<file path="src/hw/rtl/srsw_pkg.sv">
// shared types and constants for the selective repeat send window
package srsw_pkg;

  typedef enum logic [2:0] {
    OP_ADD  = 3'd0,
    OP_ACK  = 3'd1,
    OP_ADV  = 3'd2,
    OP_DROP = 3'd3,
    OP_RST  = 3'd4,
    OP_LKP  = 3'd5,
    OP_TICK = 3'd6,
    OP_NOP  = 3'd7
  } op_e;

  typedef enum logic [1:0] {
    ST_OK      = 2'd0,
    ST_FULL    = 2'd1,
    ST_NOTFND  = 2'd2,
    ST_TIMEOUT = 2'd3
  } status_e;

  typedef enum logic [2:0] {
    S_IDLE,
    S_RD,
    S_EV,
    S_HRD,
    S_HEV,
    S_EMIT
  } state_e;

  localparam logic CFG_WINDOW_SIZE = 1'b0;
  localparam logic CFG_TIMEOUT     = 1'b1;

  localparam logic [4:0]  WINDOW_RST  = 5'd16;
  localparam logic [15:0] TIMEOUT_RST = 16'd100;

  typedef struct packed {
    logic [2:0]  opcode;
    logic [31:0] seq_num;
    logic [4:0]  drop_count;
  } in_item_t;

  typedef struct packed {
    logic [1:0]  status;
    logic [31:0] seq_out;
    logic [4:0]  advance_count;
    logic [4:0]  occupancy;
    logic [31:0] head_seq;
    logic        last;
  } out_item_t;

  typedef struct packed {
    op_e         op;
    logic [31:0] seq;
    logic [4:0]  dcount;
  } cmd_t;

  typedef struct packed {
    logic vld;
    cmd_t cmd;
  } cmdq_t;

endpackage

</file>
<file path="src/hw/rtl/srsw_front.sv">
// front end: input transfer, opcode classification and two-entry command queue
module srsw_front (
  input  logic                clk_i,
  input  logic                rst_ni,
  input  logic                in_valid_i,
  output logic                in_ready_o,
  input  srsw_pkg::in_item_t  in_item_i,
  output srsw_pkg::cmdq_t     cmdq_o,
  input  logic                cmd_pop_i
);

  srsw_pkg::cmd_t fifo_q [2];
  logic           wr_ptr_q, rd_ptr_q;
  logic [1:0]     cnt_q;
  logic           push;
  srsw_pkg::cmd_t cmd_new;

  always_comb begin
    cmd_new.op     = srsw_pkg::op_e'(in_item_i.opcode);
    cmd_new.seq    = in_item_i.seq_num;
    cmd_new.dcount = in_item_i.drop_count;
  end

  assign in_ready_o = (cnt_q != 2'd2);
  assign push       = in_valid_i && in_ready_o;
  assign cmdq_o.vld = (cnt_q != 2'd0);
  assign cmdq_o.cmd = fifo_q[rd_ptr_q];

  always_ff @(posedge clk_i or negedge rst_ni) begin
    if (!rst_ni) begin
      wr_ptr_q <= 1'b0;
      rd_ptr_q <= 1'b0;
      cnt_q    <= 2'd0;
    end else begin
      if (push) wr_ptr_q <= ~wr_ptr_q;
      if (cmd_pop_i) rd_ptr_q <= ~rd_ptr_q;
      cnt_q <= cnt_q + 2'(push) - 2'(cmd_pop_i);
    end
  end

  always_ff @(posedge clk_i) begin
    if (push) fifo_q[wr_ptr_q] <= cmd_new;
  end

endmodule

</file>
<file path="src/hw/rtl/srsw_back.sv">
// back end: window ring, scan sequencer and output register
module srsw_back #(
  parameter int WINDOW_DEPTH = 16
) (
  input  logic                 clk_i,
  input  logic                 rst_ni,
  input  srsw_pkg::cmdq_t      cmdq_i,
  output logic                 cmd_pop_o,
  input  logic [4:0]           window_size_i,
  input  logic [15:0]          timeout_i,
  output logic                 out_valid_o,
  input  logic                 out_ready_i,
  output srsw_pkg::out_item_t  out_item_o
);

  localparam int IW = $clog2(WINDOW_DEPTH);
  localparam int CW = $clog2(WINDOW_DEPTH + 1);
  localparam int KW = ((CW > 5) ? CW : 5) + 1;

  function automatic logic [IW-1:0] slot_f(input logic [IW-1:0] h, input logic [CW-1:0] off);
    logic [CW:0] s;
    s = (CW+1)'(h) + (CW+1)'(off);
    if (s >= (CW+1)'(WINDOW_DEPTH)) s = s - (CW+1)'(WINDOW_DEPTH);
    return s[IW-1:0];
  endfunction

  // ring storage
  logic [31:0] seq_mem  [WINDOW_DEPTH];
  logic [31:0] time_mem [WINDOW_DEPTH];
  logic        ack_mem  [WINDOW_DEPTH];
  logic [31:0] seq_rd_q, time_rd_q;
  logic        ack_rd_q;

  logic          rd_en;
  logic [IW-1:0] rd_addr;
  logic          we_seq, we_ack, we_time;
  logic [IW-1:0] wr_addr;
  logic          wr_ack;
  logic [31:0]   wr_seq;

  srsw_pkg::state_e state_q, state_d;
  srsw_pkg::cmd_t   cmd_q, cmd_d;
  logic [CW-1:0]    idx_q, idx_d, count_q, count_d, adv_q, adv_d;
  logic [IW-1:0]    head_q, head_d, addr_q, addr_d;
  logic [31:0]      now_q, now_d, head_seq_q, head_seq_d, prev_seq_q, prev_seq_d;
  logic [1:0]       status_q, status_d;
  logic             found_q, found_d, prev_q, prev_d;

  logic                out_valid_q, out_load, out_free;
  srsw_pkg::out_item_t out_item_q, out_d;

  logic [KW-1:0] cap, drop_n;
  logic          match, timed;
  logic [31:0]   age;

  assign out_free = !out_valid_q || out_ready_i;
  assign cap = (KW'(window_size_i) > KW'(WINDOW_DEPTH)) ? KW'(WINDOW_DEPTH)
                                                        : KW'(window_size_i);
  assign drop_n = (KW'(cmdq_i.cmd.dcount) < KW'(count_q)) ? KW'(cmdq_i.cmd.dcount)
                                                         : KW'(count_q);
  assign match = (seq_rd_q == cmd_q.seq);
  assign age   = now_q - time_rd_q;
  assign timed = !ack_rd_q && (age >= {16'd0, timeout_i});

  always_comb begin
    state_d    = state_q;
    cmd_d      = cmd_q;
    idx_d      = idx_q;
    count_d    = count_q;
    adv_d      = adv_q;
    head_d     = head_q;
    addr_d     = addr_q;
    now_d      = now_q;
    head_seq_d = head_seq_q;
    prev_seq_d = prev_seq_q;
    status_d   = status_q;
    found_d    = found_q;
    prev_d     = prev_q;
    cmd_pop_o  = 1'b0;
    rd_en      = 1'b0;
    rd_addr    = head_q;
    we_seq     = 1'b0;
    we_ack     = 1'b0;
    we_time    = 1'b0;
    wr_addr    = addr_q;
    wr_ack     = 1'b0;
    wr_seq     = cmd_q.seq;
    out_load   = 1'b0;
    out_d.status        = srsw_pkg::ST_OK;
    out_d.seq_out       = 32'd0;
    out_d.advance_count = 5'(adv_q);
    out_d.occupancy     = 5'(count_q);
    out_d.head_seq      = (count_q == '0) ? 32'd0 : head_seq_q;
    out_d.last          = 1'b1;

    case (state_q)
      srsw_pkg::S_IDLE: begin
        if (cmdq_i.vld) begin
          cmd_pop_o = 1'b1;
          cmd_d     = cmdq_i.cmd;
          idx_d     = '0;
          adv_d     = '0;
          status_d  = srsw_pkg::ST_OK;
          found_d   = 1'b0;
          prev_d    = 1'b0;
          case (cmdq_i.cmd.op)
            srsw_pkg::OP_ADD: begin
              if (KW'(count_q) >= cap) begin
                status_d = srsw_pkg::ST_FULL;
              end else begin
                wr_addr = slot_f(head_q, count_q);
                wr_seq  = cmdq_i.cmd.seq;
                we_seq  = 1'b1;
                we_ack  = 1'b1;
                we_time = 1'b1;
                if (count_q == '0) head_seq_d = cmdq_i.cmd.seq;
                count_d = count_q + CW'(1);
              end
              state_d = srsw_pkg::S_EMIT;
            end
            srsw_pkg::OP_DROP: begin
              adv_d   = CW'(drop_n);
              head_d  = slot_f(head_q, CW'(drop_n));
              count_d = count_q - CW'(drop_n);
              state_d = srsw_pkg::S_HRD;
            end
            srsw_pkg::OP_TICK: begin
              now_d   = now_q + 32'd1;
              state_d = srsw_pkg::S_RD;
            end
            srsw_pkg::OP_ACK, srsw_pkg::OP_ADV, srsw_pkg::OP_RST, srsw_pkg::OP_LKP: begin
              state_d = srsw_pkg::S_RD;
            end
            default: state_d = srsw_pkg::S_EMIT;
          endcase
        end
      end
      srsw_pkg::S_RD: begin
        if (idx_q >= count_q) begin
          state_d = (cmd_q.op == srsw_pkg::OP_ADV) ? srsw_pkg::S_HRD : srsw_pkg::S_EMIT;
        end else begin
          rd_en   = 1'b1;
          rd_addr = slot_f(head_q, idx_q);
          addr_d  = rd_addr;
          state_d = srsw_pkg::S_EV;
        end
      end
      srsw_pkg::S_EV: begin
        state_d = srsw_pkg::S_RD;
        idx_d   = idx_q + CW'(1);
        case (cmd_q.op)
          srsw_pkg::OP_ACK: begin
            if (match) begin
              we_ack  = 1'b1;
              wr_ack  = 1'b1;
              found_d = 1'b1;
              state_d = srsw_pkg::S_EMIT;
            end
          end
          srsw_pkg::OP_RST: begin
            if (match) begin
              we_time = 1'b1;
              found_d = 1'b1;
            end
          end
          srsw_pkg::OP_LKP: begin
            if (match) found_d = 1'b1;
          end
          srsw_pkg::OP_ADV: begin
            idx_d = idx_q;
            if (ack_rd_q) begin
              head_d  = slot_f(head_q, CW'(1));
              count_d = count_q - CW'(1);
              adv_d   = adv_q + CW'(1);
            end else begin
              state_d = srsw_pkg::S_HRD;
            end
          end
          srsw_pkg::OP_TICK: begin
            if (timed) begin
              if (prev_q) begin
                // report the earlier timeout before keeping this one
                if (out_free) begin
                  out_load      = 1'b1;
                  out_d.status  = srsw_pkg::ST_TIMEOUT;
                  out_d.seq_out = prev_seq_q;
                  out_d.last    = 1'b0;
                  prev_seq_d    = seq_rd_q;
                end else begin
                  idx_d   = idx_q;
                  state_d = srsw_pkg::S_EV;
                end
              end else begin
                prev_d     = 1'b1;
                prev_seq_d = seq_rd_q;
              end
            end
          end
          default: state_d = srsw_pkg::S_EMIT;
        endcase
      end
      srsw_pkg::S_HRD: begin
        if (count_q == '0) begin
          head_seq_d = 32'd0;
          state_d    = srsw_pkg::S_EMIT;
        end else begin
          rd_en   = 1'b1;
          rd_addr = head_q;
          state_d = srsw_pkg::S_HEV;
        end
      end
      srsw_pkg::S_HEV: begin
        head_seq_d = seq_rd_q;
        state_d    = srsw_pkg::S_EMIT;
      end
      srsw_pkg::S_EMIT: begin
        case (cmd_q.op)
          srsw_pkg::OP_ADD: out_d.status = status_q;
          srsw_pkg::OP_ACK, srsw_pkg::OP_RST, srsw_pkg::OP_LKP:
            out_d.status = found_q ? srsw_pkg::ST_OK : srsw_pkg::ST_NOTFND;
          srsw_pkg::OP_TICK: begin
            if (prev_q) begin
              out_d.status  = srsw_pkg::ST_TIMEOUT;
              out_d.seq_out = prev_seq_q;
            end
          end
          default: out_d.status = srsw_pkg::ST_OK;
        endcase
        if (out_free) begin
          out_load = 1'b1;
          state_d  = srsw_pkg::S_IDLE;
        end
      end
      default: state_d = srsw_pkg::S_IDLE;
    endcase
  end

  always_ff @(posedge clk_i or negedge rst_ni) begin
    if (!rst_ni) begin
      state_q     <= srsw_pkg::S_IDLE;
      idx_q       <= '0;
      count_q     <= '0;
      adv_q       <= '0;
      head_q      <= '0;
      now_q       <= 32'd0;
      head_seq_q  <= 32'd0;
      status_q    <= srsw_pkg::ST_OK;
      found_q     <= 1'b0;
      prev_q      <= 1'b0;
      out_valid_q <= 1'b0;
    end else begin
      state_q    <= state_d;
      idx_q      <= idx_d;
      count_q    <= count_d;
      adv_q      <= adv_d;
      head_q     <= head_d;
      now_q      <= now_d;
      head_seq_q <= head_seq_d;
      status_q   <= status_d;
      found_q    <= found_d;
      prev_q     <= prev_d;
      if (out_load) out_valid_q <= 1'b1;
      else if (out_ready_i) out_valid_q <= 1'b0;
    end
  end

  always_ff @(posedge clk_i) begin
    cmd_q      <= cmd_d;
    addr_q     <= addr_d;
    prev_seq_q <= prev_seq_d;
    if (out_load) out_item_q <= out_d;
  end

  // ring memories: one write port, one registered read port
  always_ff @(posedge clk_i) begin
    if (we_seq) seq_mem[wr_addr] <= wr_seq;
    if (we_ack) ack_mem[wr_addr] <= wr_ack;
    if (we_time) time_mem[wr_addr] <= now_q;
    if (rd_en) begin
      seq_rd_q  <= seq_mem[rd_addr];
      ack_rd_q  <= ack_mem[rd_addr];
      time_rd_q <= time_mem[rd_addr];
    end
  end

  assign out_valid_o = out_valid_q;
  assign out_item_o  = out_item_q;

endmodule

</file>
<file path="src/hw/rtl/selective_repeat_send_window_top.sv">
// top level of the selective repeat send window
//
//  channel | direction | handshake                 | payload
//  in      | input     | in_valid_i / in_ready_o   | in_item_i  (opcode, seq_num, drop_count)
//  out     | output    | out_valid_o / out_ready_i | out_item_o (status ... last)
//  cfg     | input     | cfg_we_i                  | cfg_idx_i, cfg_wdata_i
//
// one command at a time: add and unused codes go from idle straight to emit, drop
// rereads the head entry unless the window is left empty, scanning operations read
// then check each entry visited through the single read port of the window ring
// advance reads and checks each entry it pops, then rereads the head entry
// a two-entry command queue takes transfers while the back end is busy
// output register stalls hold the scan; reset covers control and config registers, not data
module selective_repeat_send_window_top #(
  parameter int WINDOW_DEPTH = 16
) (
  input  logic                clk_i,
  input  logic                rst_ni,
  input  logic                in_valid_i,
  output logic                in_ready_o,
  input  srsw_pkg::in_item_t  in_item_i,
  output logic                out_valid_o,
  input  logic                out_ready_i,
  output srsw_pkg::out_item_t out_item_o,
  input  logic                cfg_we_i,
  input  logic                cfg_idx_i,
  input  logic [15:0]         cfg_wdata_i
);

  srsw_pkg::cmdq_t cmdq;
  logic            cmd_pop;
  logic [4:0]      window_q;
  logic [15:0]     timeout_q;

  // configuration registers
  always_ff @(posedge clk_i or negedge rst_ni) begin
    if (!rst_ni) begin
      window_q  <= srsw_pkg::WINDOW_RST;
      timeout_q <= srsw_pkg::TIMEOUT_RST;
    end else if (cfg_we_i) begin
      if (cfg_idx_i == srsw_pkg::CFG_WINDOW_SIZE) window_q <= cfg_wdata_i[4:0];
      if (cfg_idx_i == srsw_pkg::CFG_TIMEOUT) timeout_q <= cfg_wdata_i;
    end
  end

  // front: transfer in and queue the classified command
  srsw_front u_front (
    .clk_i      (clk_i),
    .rst_ni     (rst_ni),
    .in_valid_i (in_valid_i),
    .in_ready_o (in_ready_o),
    .in_item_i  (in_item_i),
    .cmdq_o     (cmdq),
    .cmd_pop_i  (cmd_pop)
  );

  // back: walk the window and produce results
  srsw_back #(
    .WINDOW_DEPTH (WINDOW_DEPTH)
  ) u_back (
    .clk_i         (clk_i),
    .rst_ni        (rst_ni),
    .cmdq_i        (cmdq),
    .cmd_pop_o     (cmd_pop),
    .window_size_i (window_q),
    .timeout_i     (timeout_q),
    .out_valid_o   (out_valid_o),
    .out_ready_i   (out_ready_i),
    .out_item_o    (out_item_o)
  );

endmodule

</file>
<file path="config.mk">
export PLATFORM = sky130hd
export DESIGN_NAME = selective_repeat_send_window_top
export DESIGN_NICKNAME = d
export VERILOG_FILES = /design/src/hw/rtl/srsw_pkg.sv /design/src/hw/rtl/srsw_front.sv /design/src/hw/rtl/srsw_back.sv /design/src/hw/rtl/selective_repeat_send_window_top.sv
export SDC_FILE = /design/constraint.sdc
export NUM_CORES = 2
export LEC_CHECK = 0
export BUFFER_PORTS_ARGS = -buffer_cell sky130_fd_sc_hd__clkbuf_2
export CAP_MARGIN = 20
export CORE_ASPECT_RATIO = 0.5
export CORE_MARGIN = 3
export CORE_UTILIZATION = 25
export CTS_BUF_LIST = sky130_fd_sc_hd__clkbuf_4 sky130_fd_sc_hd__clkbuf_8
export CTS_CLUSTER_DIAMETER = 40
export CTS_CLUSTER_SIZE = 20
export DETAILED_ROUTE_END_ITERATION = 8
export PLACE_DENSITY = 0.44
export REMOVE_ABC_BUFFERS = 1
export SYNTH_ARGS = -nofsm -noshare
export SYNTH_HDL_FRONTEND = slang
export SYNTH_SLANG_ARGS = --single-unit
export TNS_END_PERCENT = 5
</file>
<file path="constraint.sdc">
create_clock -name clk_i -period 10.31 [get_ports clk_i]
set_clock_uncertainty 0.2 [all_clocks]
set_input_delay 0.5155 -clock clk_i [delete_from_list [all_inputs] [get_ports clk_i]]
set_output_delay 0.5155 -clock clk_i [all_outputs]
set_load 0.01 [all_outputs]
</file>
Yosys cells after proc, flatten, opt, wreduce, memory -nomap -nowiden. Memories as Yosys holds them, arrays and structs flattened. A register that Yosys moved wholly into a read port is not among the register bits. Index checks and enable logic that the tools add are counted.

Input bits: 62. RAM bits: 1120. Memories kept: 4. Logic and storage cells: 234. Register bits: 264. Output and inout port bits: 79.

Memory list: u_back.seq_mem (words 16, bits a word 32, read ports 1, clocked after Yosys merged registers in 1, wr ports 1, RTL line srsw_back.sv:28) `logic [31:0] seq_mem [WINDOW_DEPTH];`; u_back.time_mem (words 16, bits a word 32, read ports 1, clocked after Yosys merged registers in 1, wr ports 1, RTL line srsw_back.sv:29) `logic [31:0] time_mem [WINDOW_DEPTH];`; u_front.fifo_q (words 2, bits a word 40, read ports 1, clocked after Yosys merged registers in 0, wr ports 1, RTL line srsw_front.sv:12) `srsw_pkg::cmd_t fifo_q [2];`; u_back.ack_mem (words 16, bits a word 1, read ports 1, clocked after Yosys merged registers in 1, wr ports 1, RTL line srsw_back.sv:30) `logic ack_mem [WINDOW_DEPTH];`.

$add $sub $neg: 17. Equality and inequality tests: 35. Order comparisons: 9. Reduce and logical (&&, ||, !) cells: 31. Mux-type cells: 108. Bitwise gates (word level): 4.

Operators by type and width (number): $mux 32 (12); $mux 34 (5); $pmux 32 s3 (1); $mux 5 (14); $pmux 34 s2 (1); $mux 4 (14); $pmux 5 s2 (5); $mux 1 (34); $add 32x1->32 const B (1); $eq 32x32->1 (1); $ge 32x16->1 (1); $sub 32x32->32 (1); $eq 3x3->1 const B (8); $reduce_and 4->1 (6); $mux 3 (7); $add 4x5->6 (3); $ge 6x5->1 const B (3); $pmux 3 s6 (1); $ne 2x2->1 const B (8); $sub 4x1->4 const B (4); $add 5x1->5 const B (3); $eq 3x2->1 const B (5); $ne 2x1->1 const B (7); $pmux 1 s2 (6); other kinds (33) (53).

Longest topological paths before layout.
Depth in word-level cells: 9. Gate-level depth with buffers: 22. Mapped depth without buffers: 20.

Modules after synthesis. Synthesis repeated with hierarchy kept, for this count alone.

Cells, all modules: 4799. Area, all modules: 59925.0 sq um.

By module, submodules not included: srsw_back (area an instance 56047.5 sq um, instances 1, seq. area each 39878.2 sq um, cells an instance 4612); srsw_front (area an instance 3081.7 sq um, instances 1, seq. area each 2502.4 sq um, cells an instance 142); selective_repeat_send_window_top (area an instance 795.8 sq um, instances 1, seq. area each 530.5 sq um, cells an instance 45).

Least setup slack after synthesis. Ideal clock, no wire load.

Kind: flip-flop to flip-flop. From: register u_back.now_q[0]. To: register u_back.out_item_q, in the netlist u_back.out_item_o[0], enable pin. Setup time: 0.538 ns. Data arrival time: 7.728 ns. Stages on the path, launching flop included: 21. Path slack: 1.844 ns. Data required time: 9.572 ns. Period minus slack after synthesis: 8.466 ns. Buffers on the path: 0. Cell sequence: dfrtp_1 inv_1 ha_1 fa_1 nor2b_1 o2111ai_1 a211o_1 nand2_1 nor2_1 xnor2_1 ha_1 nand4_1 or2_2 o41ai_1 a2111o_1 nor4_1 nand3_1 or4b_4 nor3_4 or3_1 a21oi_1.

Word-level cells in the longest chain between the ends: 6.

Ends and longest elaborated chain: from (decl) (RTL line srsw_back.sv:45) `logic [31:0] now_q, now_d, head_seq_q, head_seq_d, prev_seq_q, prev_seq_d;`; from (signal assigned) (RTL line srsw_back.sv:257) `now_q <= now_d;`; $sub 32x32->32 (RTL line srsw_back.sv:62) `assign age = now_q - time_rd_q;`; $ge 32x16->1 (RTL line srsw_back.sv:63) `assign timed = !ack_rd_q && (age >= {16'd0, timeout_i});`; $logic_and 1x1->1 (RTL line srsw_back.sv:63); $mux 1 (RTL line srsw_back.sv:180) `if (timed) begin`; $mux 1 (RTL line srsw_back.sv:151) `case (cmd_q.op)`; $pmux 1 s2 (RTL line srsw_back.sv:96) `case (state_q)`; net u_back.out_load (RTL line srsw_back.sv:49) `logic out_valid_q, out_load, out_free;`; to (signal assigned) (RTL line srsw_back.sv:271) `if (out_load) out_item_q <= out_d;`; to (decl) (RTL line srsw_back.sv:50) `srsw_pkg::out_item_t out_item_q, out_d;`.

The timed path passes the listed nets, and every way through them passes these cells. A chain may end at the register's enable or synchronous reset.

==> impl_metrics.tcl <==
set metrics [dict create \
    worstMarginPinSlew_ns 1.14 \
    grtUsageTotal_pct 13.0 \
    power.density_nw_per_um2 285 \
    worstReg2RegEnd "u_back.out_item_o[73]" \
    clk_path_buf_depth 4 \
    post-place-cells 6432 \
    placementRows 124 \
    final_nets 3721 \
    cts-buffers-inserted 164 \
    seqPwrFrac_pct 40.9 \
    syn_area_um2 58600 \
    post-route-period-util_pct 63.3 \
    dr_total_vias 31000 \
    rrSetupSlack_ns 3.79 \
    dr.pass1.iters 5 \
    antenna_left 0 \
    grt_pass1_wl_mm 232 \
    seq_area_um2 42900 \
    hpwl_mm 87.0 \
    gp_congestion 0.817 \
    timing.rr.start "u_back.now_q[0]" \
    grt_pass1_vias 32800 \
    post-route-min-period_ns 6.52 \
    initial_core_util_pct 25.4 \
    ys_seq_elements 1448 \
    min-delay-start "in_item_i[3]" \
    synth.yosys.warnings 0 \
    area_growth_pct 15.5 \
    p_leak_nw 22.7 \
    async_flop_share_pct 7.94 \
    hold_class "primary input to flop" \
    synth.avg_cell_area_um2 17.8 \
    cts_sinks 1448 \
    multi_input_area_um2 15000 \
    p_sw_mw 7.11 \
    start_kind "flop" \
    grt_setup_unrepaired "no" \
    io_buffers 140 \
    fp.dieH_um 348 \
    relSlewSlack_pct 24.0 \
    fin_util_pct 29.3 \
    path_class "flop to flop" \
    die_w_um 690 \
    final_common_cell "edfxtp_1" \
    setup_viol 0 \
    cp_data_arrival_time_ns 6.90 \
    antenna_found_initial 3 \
    combinationalPowerShare_pct 36.6 \
    cp-end-kind "flop" \
    wl_per_cell_um 23.4 \
    final_cell_mix "edfxtp_1, mux4_2, nand2_1, nor2_1, clkbuf_8" \
    clkPwrFrac_pct 22.6 \
    critPathRequiredTime_ns 10.69 \
    worst-r2r-cell-count 20 \
    synth_edf_count 1333 \
    fill_cells 22800 \
    maxSlewViolCount 0 \
    hold_viol_final 0 \
    die_area_um2 240000 \
    switching_share_pct 36.9 \
    intPower_mw 12.1 \
    fmax_mhz 153 \
    viasPerCell 4.56 \
    core_region_area_um2 231000 \
    synth_cell_types 80 \
    htree_num_levels 4 \
    synth_ff_type "edfxtp_1" \
    wl_mm 159 \
    critPathMaxFanout 32 \
    cts_root_buf "clkbuf_8" \
    status "complete, no violations" \
    drc 0 \
    worstHoldPathCells 2 \
    ir_worst_vdd_uv 458 \
    post_cts_resized 0 \
    insertion_delay_ns 0.90 \
    postSynthCellCount 3288 \
    seq_area_frac_synth_pct 73.3 \
    final_cells 6790 \
    grt_overflow_total 0 \
    grt_max_degree 109 \
    maxCapViolCount 0 \
    clkSlewWorstSetupHoldPaths_ns 0.09 \
    dr.first_iter.drc_count 2529 \
    hold_end "u_front.fifo_q[1][3]" \
    num_io_pins 141 \
    drive_gt1_share_pct 24.1 \
    tritoncts "built" \
    startpoint "u_back.now_q[0]" \
]
-- registers in the layout (all words and copies together) (netlist names), 2 cells and up --
register,cells
u_back.head_seq_q,32
u_front.cnt_q,2
u_back.seq_mem,512
u_back.count_q,5
u_back.seq_rd_q,32
u_back.adv_q,5
u_back.time_mem,512
u_back.out_item_o,77
u_back.cmd_q,35
u_back.state_q,3
u_back.head_q,4
u_back.idx_q,5
window_q,5
u_back.now_q,32
u_front.fifo_q,80
u_back.ack_mem,16
timeout_q,16
u_back.prev_seq_q,32
u_back.time_rd_q,32
u_back.addr_q,4
-- repair_timing --
item,in CTS,in global routing
hold endpoints to repair,181,0
buffers inserted,0,0
hold buffers,63,0
-- through the flow --
stage	setup WS, ns	total power [mW]	cell area, um^2	setup TNS, ns	hold WS, ns
finish	3.79	19.3	67600	0	0.156
global route	3.26	20.4	67600	0	0.0927
CTS	3.79	19.6	67600	0	0.0490
detailed placement	3.86	15.2	63300	0	0.263
global placement	3.94	15.1	63300	0	0.253
floorplan	-1.46	13.0	57800	-94.92	0.0199
-- per-layer routing --
layer | vias up | wire length [um] | GRT usage, %
met5 | - | 0 | 0
met4 | 0 | 2900 | 2.79
met3 | 220 | 6760 | 1.91
met2 | 719 | 76700 | 21.8
met1 | 16400 | 72900 | 18.0
li1 | 13600 | - | -
-- cells in the mapped netlist (22+ instances only) --
master | n | share of area [%]
o21ai_0 | 74 | 0.63
a22oi_1 | 165 | 2.1
xnor2_1 | 64 | 0.96
a21oi_1 | 58 | 0.50
ha_1 | 79 | 1.7
a21o_1 | 30 | 0.38
buf_2 | 42 | 0.36
nor2b_1 | 40 | 0.43
clkbuf_1 | 77 | 0.49
mux4_2 | 260 | 10
xor2_1 | 34 | 0.51
dfrtp_1 | 111 | 4.7
edfxtp_1 | 1333 | 68
nor2_1 | 243 | 1.6
inv_1 | 77 | 0.49
nand2_1 | 219 | 1.4
mux2_2 | 62 | 1.2
nor3_1 | 22 | 0.19
nand3_1 | 34 | 0.29
-- worst max-delay path, stage by stage, from the launching register on --
cell	delay, ns
dfrtp_1	0.72
inv_1	0.16
ha_1	0.27
fa_1	0.42
nor2b_1	0.18
o2111ai_1	0.26
a211o_1	0.39
nand2_1	0.08
nor2_1	0.05
xnor2_1	0.18
ha_1	0.28
and3_1	0.16
o21ai_0	0.25
o41ai_1	0.13
a2111o_1	0.30
nor4_1	0.24
nand3_1	0.11
or4b_4	0.62
nor3_4	0.31
o41a_2	0.73
nor2_1	0.15
-- logic make-up after synthesis --
group                      count (synthesis)  synth area share [%]
adders and majority gates                 84                  1.86
DFF                                     1448                  73.3
xor gates and xnor gates                  98                  1.47
AOI/OAI and AO/OA                        428                  4.99
muxes                                    338                  11.5
buffers and inverters                    227                  1.77
and+or+nand+nor                          665                  5.11
-- power by group through the flow --
stage / clock (mW) / sequential [mW] / combinational [mW]
after detailed placement: 0 / 8.01 / 7.17
after floorplan: 0 / 7.87 / 5.17
after CTS: 4.52 / 7.88 / 7.22
after global placement: 0 / 8.00 / 7.12
final: 4.35 / 7.87 / 7.04
after global routing: 4.77 / 7.93 / 7.71
-- final cells by class --
cell class,instances,share of cell area (%)
sequential,1448,63.5
antenna,1,0.00370
clock buffer,174,3.49
timing repair buffer,271,2.81
tap,3087,5.71
multi-input combinational,1613,22.2
inverter,77,0.427
clock inverter,119,1.94
-- worst max-delay path by stage --
stage	to	slack [ns]	cells past startpoint
2_1_floorplan	u_back.ack_rd_q	-1.46	11
3_3_place_gp	u_back.out_item_o[71]	3.94	20
3_5_place_dp	u_back.out_item_o[73]	3.86	20
4_1_cts	u_back.out_item_o[73]	3.79	20
5_1_grt	u_back.out_item_o[50]	3.26	20
6_report	u_back.out_item_o[73]	3.79	20
No activity file was read; power rests on OpenSTA's default activity.
